<file path="src/rttp_pkg.sv">
// Shared types and constants for the ringtone text note parser.
// No dependencies.
`timescale 1ns / 1ps
`default_nettype none
package rttp_pkg;
   // Phase codes of the character parser
   localparam logic [3:0] PH_NAME   = 4'd0;
   localparam logic [3:0] PH_DKEY   = 4'd1;
   localparam logic [3:0] PH_DSEP   = 4'd2;
   localparam logic [3:0] PH_DEQ    = 4'd3;
   localparam logic [3:0] PH_DVAL   = 4'd4;
   localparam logic [3:0] PH_NSTART = 4'd5;
   localparam logic [3:0] PH_NDUR   = 4'd6;
   localparam logic [3:0] PH_MOD0   = 4'd7;

   localparam int MS_NUM      = 60000;
   localparam int DIVD_BITS   = 24;   // dur*60000, dur <= 72
   localparam int DIVS_BITS   = 19;   // tempo*8

   // One completed note, passed from front to back
   typedef struct packed {
      logic [4:0]  note_n_q;     // octave index n/12, clipped
      logic [3:0]  semi;         // n mod 12
      logic        pause;
      logic [7:0]  dur;          // thirty-seconds
      logic [15:0] tempo;
      logic        final_res;
   } note_type;

   function automatic logic [12:0] top_tone(input logic [3:0] s);
      case (s)
         4'd0:  top_tone = 13'd4186;
         4'd1:  top_tone = 13'd4434;
         4'd2:  top_tone = 13'd4698;
         4'd3:  top_tone = 13'd4978;
         4'd4:  top_tone = 13'd5274;
         4'd5:  top_tone = 13'd5587;
         4'd6:  top_tone = 13'd5919;
         4'd7:  top_tone = 13'd6271;
         4'd8:  top_tone = 13'd6644;
         4'd9:  top_tone = 13'd7040;
         4'd10: top_tone = 13'd7458;
         4'd11: top_tone = 13'd7902;
         default: top_tone = 13'd0;
      endcase
   endfunction
endpackage
`default_nettype wire

</file>
<file path="src/rttp_front.sv">
// Character parser: phases, defaults and note assembly; pushes completed notes.
// Depends on rttp_pkg.
`timescale 1ns / 1ps
`default_nettype none
module rttp_front #(
   parameter int NUMBER_BITS = 16
) (
   input  wire logic             clock,
   input  wire logic             reset,
   input  wire logic             in_valid,
   output logic                  in_stall,
   input  wire logic [7:0]       ch,
   input  wire logic             last,
   output logic                  push,
   output rttp_pkg::note_type    push_note,
   input  wire logic             q_full
);
   import rttp_pkg::*;

   localparam logic [NUMBER_BITS-1:0] ACC_MAX = '1;

   logic [3:0]             phase_ff, phase_in;
   logic [7:0]             ddur_ff, ddur_in;
   logic [3:0]             doct_ff, doct_in;
   logic [15:0]            tempo_ff, tempo_in;
   logic [NUMBER_BITS-1:0] acc_ff, acc_in;
   logic [7:0]             key_ff, key_in;
   logic signed [5:0]      nidx_ff, nidx_in;
   logic [3:0]             noct_ff, noct_in;
   logic [7:0]             ndur_ff, ndur_in;
   logic                   abort_ff, abort_in;

   logic       take, emit, emit_now, emit_late;
   logic       isdig;
   logic [3:0] dig;
   logic [NUMBER_BITS+3:0] acc_next;
   logic [NUMBER_BITS-1:0] acc_sat;
   logic [7:0] dur_acc;
   logic [3:0] s;
   logic signed [5:0] sel_idx;
   logic [3:0]        sel_oct;

   assign in_stall = q_full;
   assign take     = in_valid && !q_full;
   assign isdig    = (ch >= 8'h30) && (ch <= 8'h39);
   assign dig      = ch[3:0];
   assign acc_next = ({4'd0, acc_ff} << 3) + ({4'd0, acc_ff} << 1) + {{NUMBER_BITS{1'b0}}, dig};
   assign acc_sat  = (acc_next > {4'd0, ACC_MAX}) ? ACC_MAX : acc_next[NUMBER_BITS-1:0];
   assign s        = phase_ff - PH_MOD0;

   // 32 / acc for the few values where it is non-zero
   always_comb begin
      if (acc_ff <= 1)       dur_acc = 8'd32;
      else if (acc_ff == 2)  dur_acc = 8'd16;
      else if (acc_ff <= 32) begin
         case (acc_ff[5:0])
            6'd3: dur_acc = 8'd10; 6'd4: dur_acc = 8'd8; 6'd5: dur_acc = 8'd6;
            6'd6: dur_acc = 8'd5;  6'd7: dur_acc = 8'd4; 6'd8: dur_acc = 8'd4;
            6'd9, 6'd10: dur_acc = 8'd3;
            6'd11, 6'd12, 6'd13, 6'd14, 6'd15, 6'd16: dur_acc = 8'd2;
            default: dur_acc = 8'd1;
         endcase
      end else dur_acc = 8'd0;
   end

   function automatic logic signed [5:0] letter_idx(input logic [7:0] c);
      case (c)
         "C", "c": letter_idx = 6'sd0;
         "D", "d": letter_idx = 6'sd2;
         "E", "e": letter_idx = 6'sd4;
         "F", "f": letter_idx = 6'sd5;
         "G", "g": letter_idx = 6'sd7;
         "A", "a": letter_idx = 6'sd9;
         "B", "b", "H", "h": letter_idx = 6'sd11;
         default: letter_idx = -6'sd1;
      endcase
   endfunction

   always_comb begin
      phase_in = phase_ff; ddur_in = ddur_ff; doct_in = doct_ff; tempo_in = tempo_ff;
      acc_in = acc_ff; key_in = key_ff; nidx_in = nidx_ff; noct_in = noct_ff;
      ndur_in = ndur_ff; abort_in = abort_ff; emit_now = 1'b0; emit_late = 1'b0;
      if (!abort_ff) begin
         if (ch == 8'd0) begin
            emit_now = (phase_ff >= PH_MOD0);
            abort_in = 1'b1;
         end else begin
            case (phase_ff)
               PH_NAME: if (ch == ":") phase_in = PH_DKEY;
               PH_DKEY, PH_DSEP: begin
                  if (phase_ff == PH_DSEP && ch == ",") phase_in = PH_DKEY;
                  else if (ch != " ") begin
                     if (ch == ":") phase_in = PH_NSTART;
                     else begin key_in = ch; phase_in = PH_DEQ; end
                  end
               end
               PH_DEQ: begin
                  if (ch == "=") begin acc_in = '0; phase_in = PH_DVAL; end
                  else abort_in = 1'b1;
               end
               PH_DVAL: begin
                  if (isdig) acc_in = acc_sat;
                  else begin
                     if (key_ff == "d") ddur_in = dur_acc;
                     else if (key_ff == "o") doct_in = (acc_ff > 15) ? 4'd15 : 4'(acc_ff);
                     else if (key_ff == "b")
                        tempo_in = (acc_ff == 0) ? 16'd1 :
                                   ((32'(acc_ff) > 65535) ? 16'hFFFF : 16'(acc_ff));
                     if (ch == " ") phase_in = PH_DSEP;
                     else if (ch == ",") phase_in = PH_DKEY;
                     else if (ch == ":") phase_in = PH_NSTART;
                     else begin key_in = ch; phase_in = PH_DEQ; end
                  end
               end
               PH_NSTART: begin
                  if (ch != " ") begin
                     if (isdig) begin acc_in = NUMBER_BITS'(dig); phase_in = PH_NDUR; end
                     else begin
                        nidx_in = letter_idx(ch); noct_in = doct_ff;
                        ndur_in = ddur_ff; phase_in = PH_MOD0;
                     end
                  end
               end
               PH_NDUR: begin
                  if (isdig) acc_in = acc_sat;
                  else begin
                     nidx_in = letter_idx(ch); noct_in = doct_ff;
                     ndur_in = dur_acc; phase_in = PH_MOD0;
                  end
               end
               default: begin
                  if (ch == "#" && s == 0) begin
                     nidx_in = nidx_ff + 6'sd1; phase_in = PH_MOD0 + 4'd1;
                  end else if (ch == "b" && s <= 1) begin
                     nidx_in = nidx_ff - 6'sd1; phase_in = PH_MOD0 + 4'd2;
                  end else if (ch == "." && s <= 4) begin
                     ndur_in = ndur_ff + {1'b0, ndur_ff[7:1]};
                     phase_in = PH_MOD0 + ((s <= 2) ? 4'd3 : 4'd5);
                  end else if (isdig && s <= 3) begin
                     noct_in = dig; phase_in = PH_MOD0 + 4'd4;
                  end else if (ch == " ") begin
                     phase_in = PH_MOD0 + 4'd5;
                  end else begin
                     emit_now = 1'b1;
                     phase_in = PH_NSTART;
                     if (ch != ",") begin
                        if (isdig) begin acc_in = NUMBER_BITS'(dig); phase_in = PH_NDUR; end
                        else begin
                           nidx_in = letter_idx(ch); noct_in = doct_ff;
                           ndur_in = ddur_ff; phase_in = PH_MOD0;
                        end
                     end
                  end
               end
            endcase
         end
         // final character flushes a still-open note, with this character applied
         emit_late = last && !emit_now && !abort_in && (phase_in >= PH_MOD0);
      end
   end

   assign emit = emit_now || emit_late;

   // note word: a closed note comes from the current registers, a flushed one
   // from the updated values; octave and semitone are split without a divide
   always_comb begin
      sel_idx = emit_late ? nidx_in : nidx_ff;
      sel_oct = emit_late ? noct_in : noct_ff;
      push_note.pause = (sel_idx == -6'sd1);
      if (sel_idx < 6'sd0) begin
         push_note.semi     = 4'(sel_idx + 6'sd12);
         push_note.note_n_q = {1'b0, sel_oct};
      end else if (sel_idx > 6'sd11) begin
         push_note.semi     = 4'(sel_idx - 6'sd12);
         push_note.note_n_q = {1'b0, sel_oct} + 5'd2;
      end else begin
         push_note.semi     = sel_idx[3:0];
         push_note.note_n_q = {1'b0, sel_oct} + 5'd1;
      end
      push_note.dur       = emit_late ? ndur_in : ndur_ff;
      push_note.tempo     = tempo_ff;
      push_note.final_res = last || abort_in;
   end

   assign push = take && emit;

   always_ff @(posedge clock) begin
      if (reset || (take && last)) begin
         phase_ff <= PH_NAME; ddur_ff <= 8'd8; doct_ff <= 4'd6; tempo_ff <= 16'd63;
         acc_ff <= '0; key_ff <= 8'd0; nidx_ff <= -6'sd1; noct_ff <= 4'd6;
         ndur_ff <= 8'd8; abort_ff <= 1'b0;
      end else if (take) begin
         phase_ff <= phase_in; ddur_ff <= ddur_in; doct_ff <= doct_in; tempo_ff <= tempo_in;
         acc_ff <= acc_in; key_ff <= key_in; nidx_ff <= nidx_in; noct_ff <= noct_in;
         ndur_ff <= ndur_in; abort_ff <= abort_in;
      end
   end
endmodule
`default_nettype wire

</file>
<file path="src/rttp_back.sv">
// Note queue and timing back end: serial divider for note time, tone lookup.
// Depends on rttp_pkg.
`timescale 1ns / 1ps
`default_nettype none
module rttp_back (
   input  wire logic          clock,
   input  wire logic          reset,
   input  wire logic          push,
   input  rttp_pkg::note_type push_note,
   output logic               q_full,
   output logic               out_valid,
   input  wire logic          out_stall,
   output logic [12:0]        tone_hz,
   output logic [19:0]        on_ms,
   output logic [16:0]        off_ms,
   output logic               final_res
);
   import rttp_pkg::*;

   // two-entry queue
   note_type   q_ff [2];
   logic [1:0] cnt_ff;
   logic       rd_ff, wr_ff;
   logic       pop;

   // divider
   logic        busy_ff;
   logic [4:0]  step_ff;
   logic [DIVD_BITS-1:0] rem_ff, quo_ff;
   logic [DIVS_BITS-1:0] dvs_ff;
   note_type    cur_ff;
   logic [DIVD_BITS:0] trial;
   logic [DIVD_BITS-1:0] quo_fin;

   assign q_full = (cnt_ff == 2'd2);
   assign pop    = (cnt_ff != 0) && !busy_ff && (!out_valid || !out_stall);

   assign trial   = {rem_ff, quo_ff[DIVD_BITS-1]} - {6'd0, dvs_ff};
   assign quo_fin = {quo_ff[DIVD_BITS-2:0], !trial[DIVD_BITS]};

   always_ff @(posedge clock) begin
      if (push) q_ff[wr_ff] <= push_note;
      if (reset) begin
         cnt_ff <= '0; rd_ff <= 1'b0; wr_ff <= 1'b0;
      end else begin
         if (push) wr_ff <= !wr_ff;
         if (pop)  rd_ff <= !rd_ff;
         cnt_ff <= cnt_ff + 2'(push) - 2'(pop);
      end
   end

   logic finish;
   assign finish = busy_ff && (step_ff == 5'(DIVD_BITS - 1)) && (!out_valid || !out_stall);

   always_ff @(posedge clock) begin
      if (reset) begin
         busy_ff <= 1'b0; out_valid <= 1'b0;
      end else begin
         out_valid <= finish || (out_valid && out_stall);
         if (pop) begin
            busy_ff <= 1'b1;
            step_ff <= '0;
            cur_ff  <= q_ff[rd_ff];
            dvs_ff  <= {q_ff[rd_ff].tempo, 3'd0};
            rem_ff  <= '0;
            quo_ff  <= 24'(q_ff[rd_ff].dur) * 24'(MS_NUM);
         end else if (busy_ff && step_ff != 5'(DIVD_BITS - 1)) begin
            step_ff <= step_ff + 5'd1;
            if (!trial[DIVD_BITS]) rem_ff <= trial[DIVD_BITS-1:0];
            else rem_ff <= {rem_ff[DIVD_BITS-2:0], quo_ff[DIVD_BITS-1]};
            quo_ff <= {quo_ff[DIVD_BITS-2:0], !trial[DIVD_BITS]};
         end else if (finish) begin
            busy_ff   <= 1'b0;
            final_res <= cur_ff.final_res;
            if (cur_ff.pause) begin
               tone_hz <= '0;
               on_ms   <= quo_fin[19:0];
               off_ms  <= '0;
            end else begin
               tone_hz <= top_tone(cur_ff.semi) >> ((cur_ff.note_n_q > 9) ? 4'd0 :
                          4'(5'd9 - cur_ff.note_n_q));
               on_ms   <= 20'(({8'd0, quo_fin} * 32'd7) >> 3);
               off_ms  <= quo_fin[19:3];
            end
         end
      end
   end
endmodule
`default_nettype wire

</file>
<file path="src/ringtone_text_note_parser_core.sv">
// Ringtone text note parser top level: character front end plus note timing back end.
// Depends on rttp_pkg, rttp_front, rttp_back.
`timescale 1ns / 1ps
`default_nettype none
// Takes one song character per transfer (req_ch, req_last) and gives one transfer per
// completed note: frequency, sounding time, gap and a final flag. Characters are taken
// one per cycle unless stalled; each note then passes through the serial divider of the
// back end. The parser keeps taking characters meanwhile and stalls only when the two-entry
// note queue is full, whether or not the current character closes a note.
module ringtone_text_note_parser_core #(
   parameter int NUMBER_BITS = 16
) (
   input  wire logic        clock,
   input  wire logic        reset,
   input  wire logic        req_valid,
   output logic             req_stall,
   input  wire logic [7:0]  req_ch,
   input  wire logic        req_last,
   output logic             rsp_valid,
   input  wire logic        rsp_stall,
   output logic [12:0]      rsp_tone_hz,
   output logic [19:0]      rsp_on_ms,
   output logic [16:0]      rsp_off_ms,
   output logic             rsp_final_res
);
   import rttp_pkg::*;

   logic     push, q_full;
   note_type push_note;

   rttp_front #(.NUMBER_BITS(NUMBER_BITS)) u_front (
      .clock, .reset, .in_valid(req_valid), .in_stall(req_stall),
      .ch(req_ch), .last(req_last), .push, .push_note, .q_full
   );

   rttp_back u_back (
      .clock, .reset, .push, .push_note, .q_full,
      .out_valid(rsp_valid), .out_stall(rsp_stall),
      .tone_hz(rsp_tone_hz), .on_ms(rsp_on_ms), .off_ms(rsp_off_ms),
      .final_res(rsp_final_res)
   );
endmodule
`default_nettype wire

</file>
<file path="config.mk">
export PLATFORM = sky130hd
export DESIGN_NAME = ringtone_text_note_parser_core
export DESIGN_NICKNAME = d
export VERILOG_FILES = /design/src/rttp_pkg.sv /design/src/rttp_front.sv /design/src/rttp_back.sv /design/src/ringtone_text_note_parser_core.sv
export SDC_FILE = /design/constraint.sdc
export NUM_CORES = 1
export LEC_CHECK = 0
export BUFFER_PORTS_ARGS = -buffer_cell sky130_fd_sc_hd__buf_2
export CORE_UTILIZATION = 50
export CTS_CLUSTER_DIAMETER = 40
export DETAILED_ROUTE_END_ITERATION = 10
export PLACE_DENSITY_LB_ADDON = 0.05
export SETUP_SLACK_MARGIN = 0.5
export SLEW_MARGIN = 5
export SYNTH_ARGS = -nofsm -noshare
export SYNTH_HDL_FRONTEND = slang
export SYNTH_SLANG_ARGS = --single-unit
export TNS_END_PERCENT = 5
</file>
<file path="constraint.sdc">
create_clock -name clock -period 16.9 [get_ports clock]
set_input_delay 3.38 -clock clock [delete_from_list [all_inputs] [get_ports clock]]
set_output_delay 3.38 -clock clock [all_outputs]
set_load 0.03 [all_outputs]
</file>
==> metrics.txt, run 1 <==
outcome completed; Core Area roughly 0.038 mm2; synthesis-stage register bit count 298; Antenna Nets Post-Route 0; pre-CTS setup slack about 9100 ps; Tmin final slightly above 7000 ps; CTS tree built; Worst Setup Start Kind primary input; first-pass GRT wire length about 73 mm; GP Congestion around 0.9; CTS clk-pin slew, worst paths ~60 ps; Synth top area share 0.310; synthesized area 0.0195 mm2; Hold WC Path Type flip-flop to flip-flop; Synth async-reset ratio 0; cell-internal power about 2.8 mW; final worst-path cycle share 0.427; Layout fillers 3,326; switching share of power 0.419; antenna violations before repair 0; Antenna diodes 0; clk sinks slightly below 300; worst r2r src u_back.dvs_ff[4]; wire per inst between 15 and 20 um; Max-cap violations 0; largest net degree at the start of global routing 64; multi-input logic area between 0.01 and 0.015 mm2; Worst VDD drop about 0.00017 V; hold_sp u_back.cur_ff[0]; P_leak just under 9 nW; std cell rows a little over 70; top cells by area, synth edfxtp_1 31%, dfxtp_1 10%, ha_1 9.4%, fa_1 4.8%, nor2_1 3.5%; Post-synth EDFFs 201; htree depth 2; IO buf count 65; final worst setup slack 9680 ps; Avg Inst Size Synth between 9 and 10 um2; Setup-failing EPs final 0; Clk pwr share 0.203; DP Wirelength 33.0 mm; die height ~200 um; Worst setup startpoint req_ch[5]; P&R area growth vs syn 12.8%; WP data required 17,220 ps; final setup TNS 0 ps; FF-to-FF setup slack a little over 10,000 ps; CTS buffer count 47; worst relative slew slack 0.334; Worst-Skew Late Latency 580 ps; sequential area share after synthesis 0.410; Synth Net Count 2,167; most common cell after layout, fill and taps aside edfxtp_1; worst slew pin tran between 900 and 1000 ps; Comb power frac 0.563; fin nets around 2,200; vias in the first global route 14,249; number of library cell types mapped by synthesis 95; synth warn 0; starting density of the core 0.512; Max Clock Skew between 15 and 20 ps; die area 0.0397 mm2; dominant synthesized flop cell edfxtp_1; pwr/cell area between 200 and 250 mW/mm2; crit path DAT roughly 7500 ps; clk root buf clkbuf_16; DR DRC count 0; Synth Instances 1,961; commonest non-fill, non-tap cells in the layout 201 x edfxtp_1, 181 x nor2_1, 177 x nand2_1; post_cts resized 0; CP endpoint kind flip-flop; total global-route track usage 0.230; max-slew violations 0; total grt overflow 0; layout cells sized above 1 0.126; CTS Buffer Depth 3; Sw Pwr 2.03 mW; hold_buf cts 0; Setup Buffers After CTS 0; final hold violations 0; Pre-Repair DR Iteration Count 5; initial drt markers between 700 and 800; unrepaired setup endpoints after global routing no; vias per cell about 5.7; WS Path Type primary input to flip-flop; Total Routed Length roughly 44 mm; leading area contributor after synthesis edfxtp_1; total number of vias roughly 15,000; Peak Freq ~140 MHz; # IOs 66; Max FO, Critical Path 35; die width between 150 and 200 um; Storage cell area approximately 0.0080 mm2; Reg power frac 0.234
[metrics by stage]
stage / cell area [um2] / hold WS [ps] / power [mW] / cells / util
after floorplan: 19500 / 400 / 3.32 / 1961 / -
after global placement: 20300 / 436 / 3.82 / 2474 / 0.534
after detailed placement: 20300 / 437 / 3.87 / 2474 / 0.534
after CTS: 21900 / 456 / 4.89 / 2561 / 0.577
after global routing: 21900 / 469 / 5.32 / 2561 / 0.577
final: 21900 / 451 / 4.84 / 2561 / 0.577
[synthesized netlist by cell type (5+ instances only)]
cell type,n
edfxtp_1,201
nor2_1,183
nand2_1,177
ha_1,146
inv_1,118
o21ai_0,110
a21oi_1,106
dfxtp_1,97
clkbuf_1,68
mux2i_1,60
fa_1,47
nand3_1,47
mux2_2,44
nor2b_1,41
xnor2_1,41
a211oi_1,38
nor3_1,34
a21o_1,29
xor2_1,29
nand2b_1,24
and2_1,22
o21a_1,20
a22oi_1,19
o31ai_1,19
o211ai_1,15
o22ai_1,14
or3_1,12
a31oi_1,11
o21bai_1,11
and3_1,10
nor4_1,10
or2_2,10
a21boi_0,8
a221oi_1,7
buf_1,7
buf_2,7
nand4_1,6
a211o_1,5
o32a_1,5
or4_1,5
[cell families (layout without fill, tap and decap cells)]
kind of cell	count (synthesis)	in the layout	synth area share
xor gates and xnor gates	70	70	0.0315
muxes	106	106	0.0578
DFF	298	298	0.410
buffers and inverters	202	291	0.0398
adders and majority gates	193	193	0.142
and+or+nand+nor	614	614	0.154
AOI/OAI and AO/OA	478	478	0.165
[path summary, 6_finish.rpt]
path | endpoint | cells past startpoint
hold reg to reg | u_back.final_res | 0
setup reg to reg | u_back.on_ms[19] | 25
setup / recovery | u_back.q_ff[1][32] | 17
hold / removal | u_back.final_res | 0
[per-layer routing]
metal | vias up | part of all wire | global-route usage | wire length [um]
li1 | 7269 | - | - | -
met1 | 6871 | 0.45 | 0.291 | 19800
met3 | 97 | 0.043 | 0.0385 | 1920
met4 | 0 | 0.039 | 0.0934 | 1720
met5 | - | 0 | 0 | 0
met2 | 326 | 0.47 | 0.390 | 20900
[worst max-delay path, stage by stage]
cell      delay [ps]
buf_2            200
and4bb_2         360
nand2_1          570
o21ai_0          390
nand3b_1         110
o32ai_1          400
a221oi_1         210
a21oi_4          150
buf_4            350
nor2_1            90
a21oi_1          270
ha_1             220
nand3_1           70
mux2i_1          220
o21ai_4          130
nand2_2           90
mux2_4           310
[power groups by stage]
stage,Sequential [mW],Combinational (mW),Clock [mW]
final,1.13,2.73,0.984
after global routing,1.16,3.13,1.04
after CTS,1.14,2.75,1.00
after detailed placement,1.15,2.72,0
after global placement,1.15,2.68,0
after floorplan,1.12,2.20,0
[final cells by class]
class / count / area share
clock inverters: 33 / 0.0174
repair buffers: 85 / 0.0217
inverters: 119 / 0.0204
flip-flops and latches: 298 / 0.364
clock buffers: 54 / 0.0577
multi-input cells: 1461 / 0.490
well taps: 511 / 0.0291
[state kept, by name (all words and copies together) (netlist names), 11 cells and up, named ones only]
register and cells:
u_back.rem_ff 24, u_back.off_ms 17, u_back.cur_ff 11, u_front.tempo_ff 16, u_back.dvs_ff 16, u_back.q_ff 70, u_back.tone_hz 13, u_front.acc_ff 16
u_back.quo_ff 24, u_back.on_ms 20
(Power assumes the default switching activity.)
==> inputs of run 2 (changes only) <==
==> constraint.sdc (replaced) <==
create_clock -name clock -period 5.85 [get_ports clock]
set_input_delay 1.17 -clock clock [delete_from_list [all_inputs] [get_ports clock]]
set_output_delay 1.17 -clock clock [all_outputs]
set_load 0.03 [all_outputs]
==> run 2 against run 1 <==
  * Worst setup slack got worse by 9100 ps
  * Core utilization rose by 1.1 points
  * Final area rose by 2.0%
  * Clock power rose to 3.0 times the previous value
  * Wire length rose by 2.4%
  * Clock-buffer cell count did not move
  * First-iteration DRC count fell by 8.4%
  * Sequential power rose to 2.9 times the previous value
  * Critical endpoint is now u_back.on_ms[18]
  * Largest cell class unchanged
==> metrics.txt, run 2 (synthesis results as in run 1) <==
layout cells sized above 1 0.153 (was 0.126); CP endpoint kind flip-flop (unchanged); largest registers u_back.q_ff (70), u_back.quo_ff (24), u_back.rem_ff (24) (unchanged); Hold WC Path Type flip-flop to flip-flop (unchanged); P&R area growth vs syn 15.0% (was 12.8%); DR DRC count 0 (unchanged); P_leak 9.06 nW (was 8.88 nW); hold_buf cts 0 (unchanged); final hold violations 0 (unchanged); outcome completed (unchanged); WP data required 6170 ps (was 17,220 ps); Max-cap violations 0 (unchanged); final worst-path cycle share 0.894; Max FO, Critical Path 3 (was 35); total grt overflow 0 (unchanged); GP Congestion 0.892 (was 0.902); CTS buffer count 49 (was 47); Top reg by flops u_back.q_ff (unchanged); Core Area 0.0380 mm2 (unchanged); DP Wirelength 33.3 mm (was 33.0 mm); Antenna diodes 0 (unchanged); first-pass GRT wire length 74.1 mm (was 72.7 mm); clk sinks 298 (unchanged); initial drt markers 724 (was 790); fin nets 2,251 (was 2,218); antenna violations before repair 1 (was 0); std cell rows 71 (unchanged); Antenna Nets Post-Route 0 (unchanged); Pre-Repair DR Iteration Count 5 (unchanged); Total Routed Length 45.4 mm (was 44.3 mm); CTS clk-pin slew, worst paths 60 ps (about the same); WS Path Type flip-flop to flip-flop (was primary input to flip-flop); total global-route track usage 0.235 (was 0.230); vias in the first global route 14,436 (was 14,249); IO buf count 65 (unchanged); vias per cell 5.65 (was 5.69); crit path DAT 5550 ps (was 7540 ps); commonest non-fill, non-tap cells in the layout 201 x edfxtp_1, 181 x nor2_1, 176 x nand2_1 (was 201 x edfxtp_1, 181 x nor2_1, 177 x nand2_1); max-slew violations 0 (unchanged); final setup TNS 0 ps (unchanged); Setup-failing EPs final 0 (unchanged); Tmin final between 5000 and 6000 ps; Max Clock Skew 17.4 ps (was 19.8 ps); worst relative slew slack 0.206 (was 0.334); Worst VDD drop 0.000517 V (was 0.000170 V); max FFs per register 70 (unchanged); die height 199 um (unchanged); clk root buf clkbuf_16 (unchanged); Worst-Skew Late Latency 580 ps (about the same); unrepaired setup endpoints after global routing yes (was no); total number of vias 14,660 (was 14,563); Worst Setup Start Kind flip-flop (was primary input); pwr/cell area 650 mW/mm2 (was 221 mW/mm2); htree depth 2 (unchanged); die width 199 um (unchanged); Layout fillers 3,354 (was 3,326); largest net degree at the start of global routing 64 (unchanged); wire per inst 17.5 um (was 17.3 um); # IOs 66 (unchanged); worst slew pin tran 1180 ps (was 991 ps); placed inst area 0.0205 mm2 (was 0.0203 mm2); Peak Freq between 150 and 200 MHz; Finished Cell Area 0.0224 mm2 (was 0.0219 mm2); most common cell after layout, fill and taps aside edfxtp_1 (unchanged); CTS Buffer Depth 3 (unchanged); CTS tree built (unchanged); starting density of the core 0.512 (unchanged); die area 0.0397 mm2 (unchanged)
==> run 2: layout make-up <==
class | count | area (um2) | area share
tap | 511 | 639 | 0.0286
multi-input combinational | 1461 | 10900 | 0.486
clock buffer | 54 | 1280 | 0.0570
clock inverter | 37 | 435 | 0.0195
timing repair buffer | 116 | 733 | 0.0328
sequential | 298 | 7980 | 0.357
inverter | 119 | 447 | 0.0200
==> run 2: metal layers <==
metal	GRT usage	share of wire
met5	0	0.00020
met4	0.101	0.033
met3	0.0368	0.045
met2	0.393	0.47
met1	0.302	0.45
==> run 2: final timing paths <==
check / to / startpoint / depth (start not counted) / slack (ps)
setup / recovery: u_back.on_ms[18] / u_back.dvs_ff[4] / 24 / 620
hold / removal: u_back.final_res / u_back.cur_ff[0] / 0 / 450
setup reg to reg: u_back.on_ms[18] / u_back.dvs_ff[4] / 24 / 620
hold reg to reg: u_back.final_res / u_back.cur_ff[0] / 0 / 450
==> run 2: critical path, cell delays in order, from the launching register on <==
cell       delay [ps]
edfxtp_1          410
inv_1              80
ha_1              220
nor2b_1           130
o21a_1            190
o21ai_2           150
a311o_1           220
a21boi_2           80
o31ai_2           180
buf_4             170
a211oi_4           60
a311oi_4          350
fa_1              500
buf_4             150
a31o_2            220
a21o_1            210
a211oi_2          230
o21ai_2           110
a31oi_2           270
o2111ai_2         150
and3_4            220
o21a_1            200
o21ai_2           130
xnor2_1            80
mux2_2            250
==> run 2: power breakdown <==
group / internal, mW / switching (mW) / leakage (nW)
Clock: 1.77 / 1.14 / 0.819
Combinational: 3.68 / 4.67 / 5.63
Sequential: 2.95 / 0.335 / 2.61
==> run 2: per-stage QoR <==
stage	hold slack [ps]	total power, mW	utilization	setup slack (ps)	std cells
after floorplan	400	9.59	-	329	1961
after global placement	427	11.2	0.539	255	2497
after detailed placement	431	11.3	0.539	187	2497
after CTS	449	14.4	0.585	486	2591
after global routing	458	15.9	0.589	402	2596
final	450	14.5	0.589	622	2596
==> run 2: repair_timing <==
| action | in CTS | in global routing |
|---|---|---|
| endpoints found under the hold margin | 0 | 0 |
| buffers inserted | 3 | 5 |
| pin swaps | 2 | 18 |
| gates resized for setup | 10 | 25 |
| setup endpoints to repair | 7 | 9 |
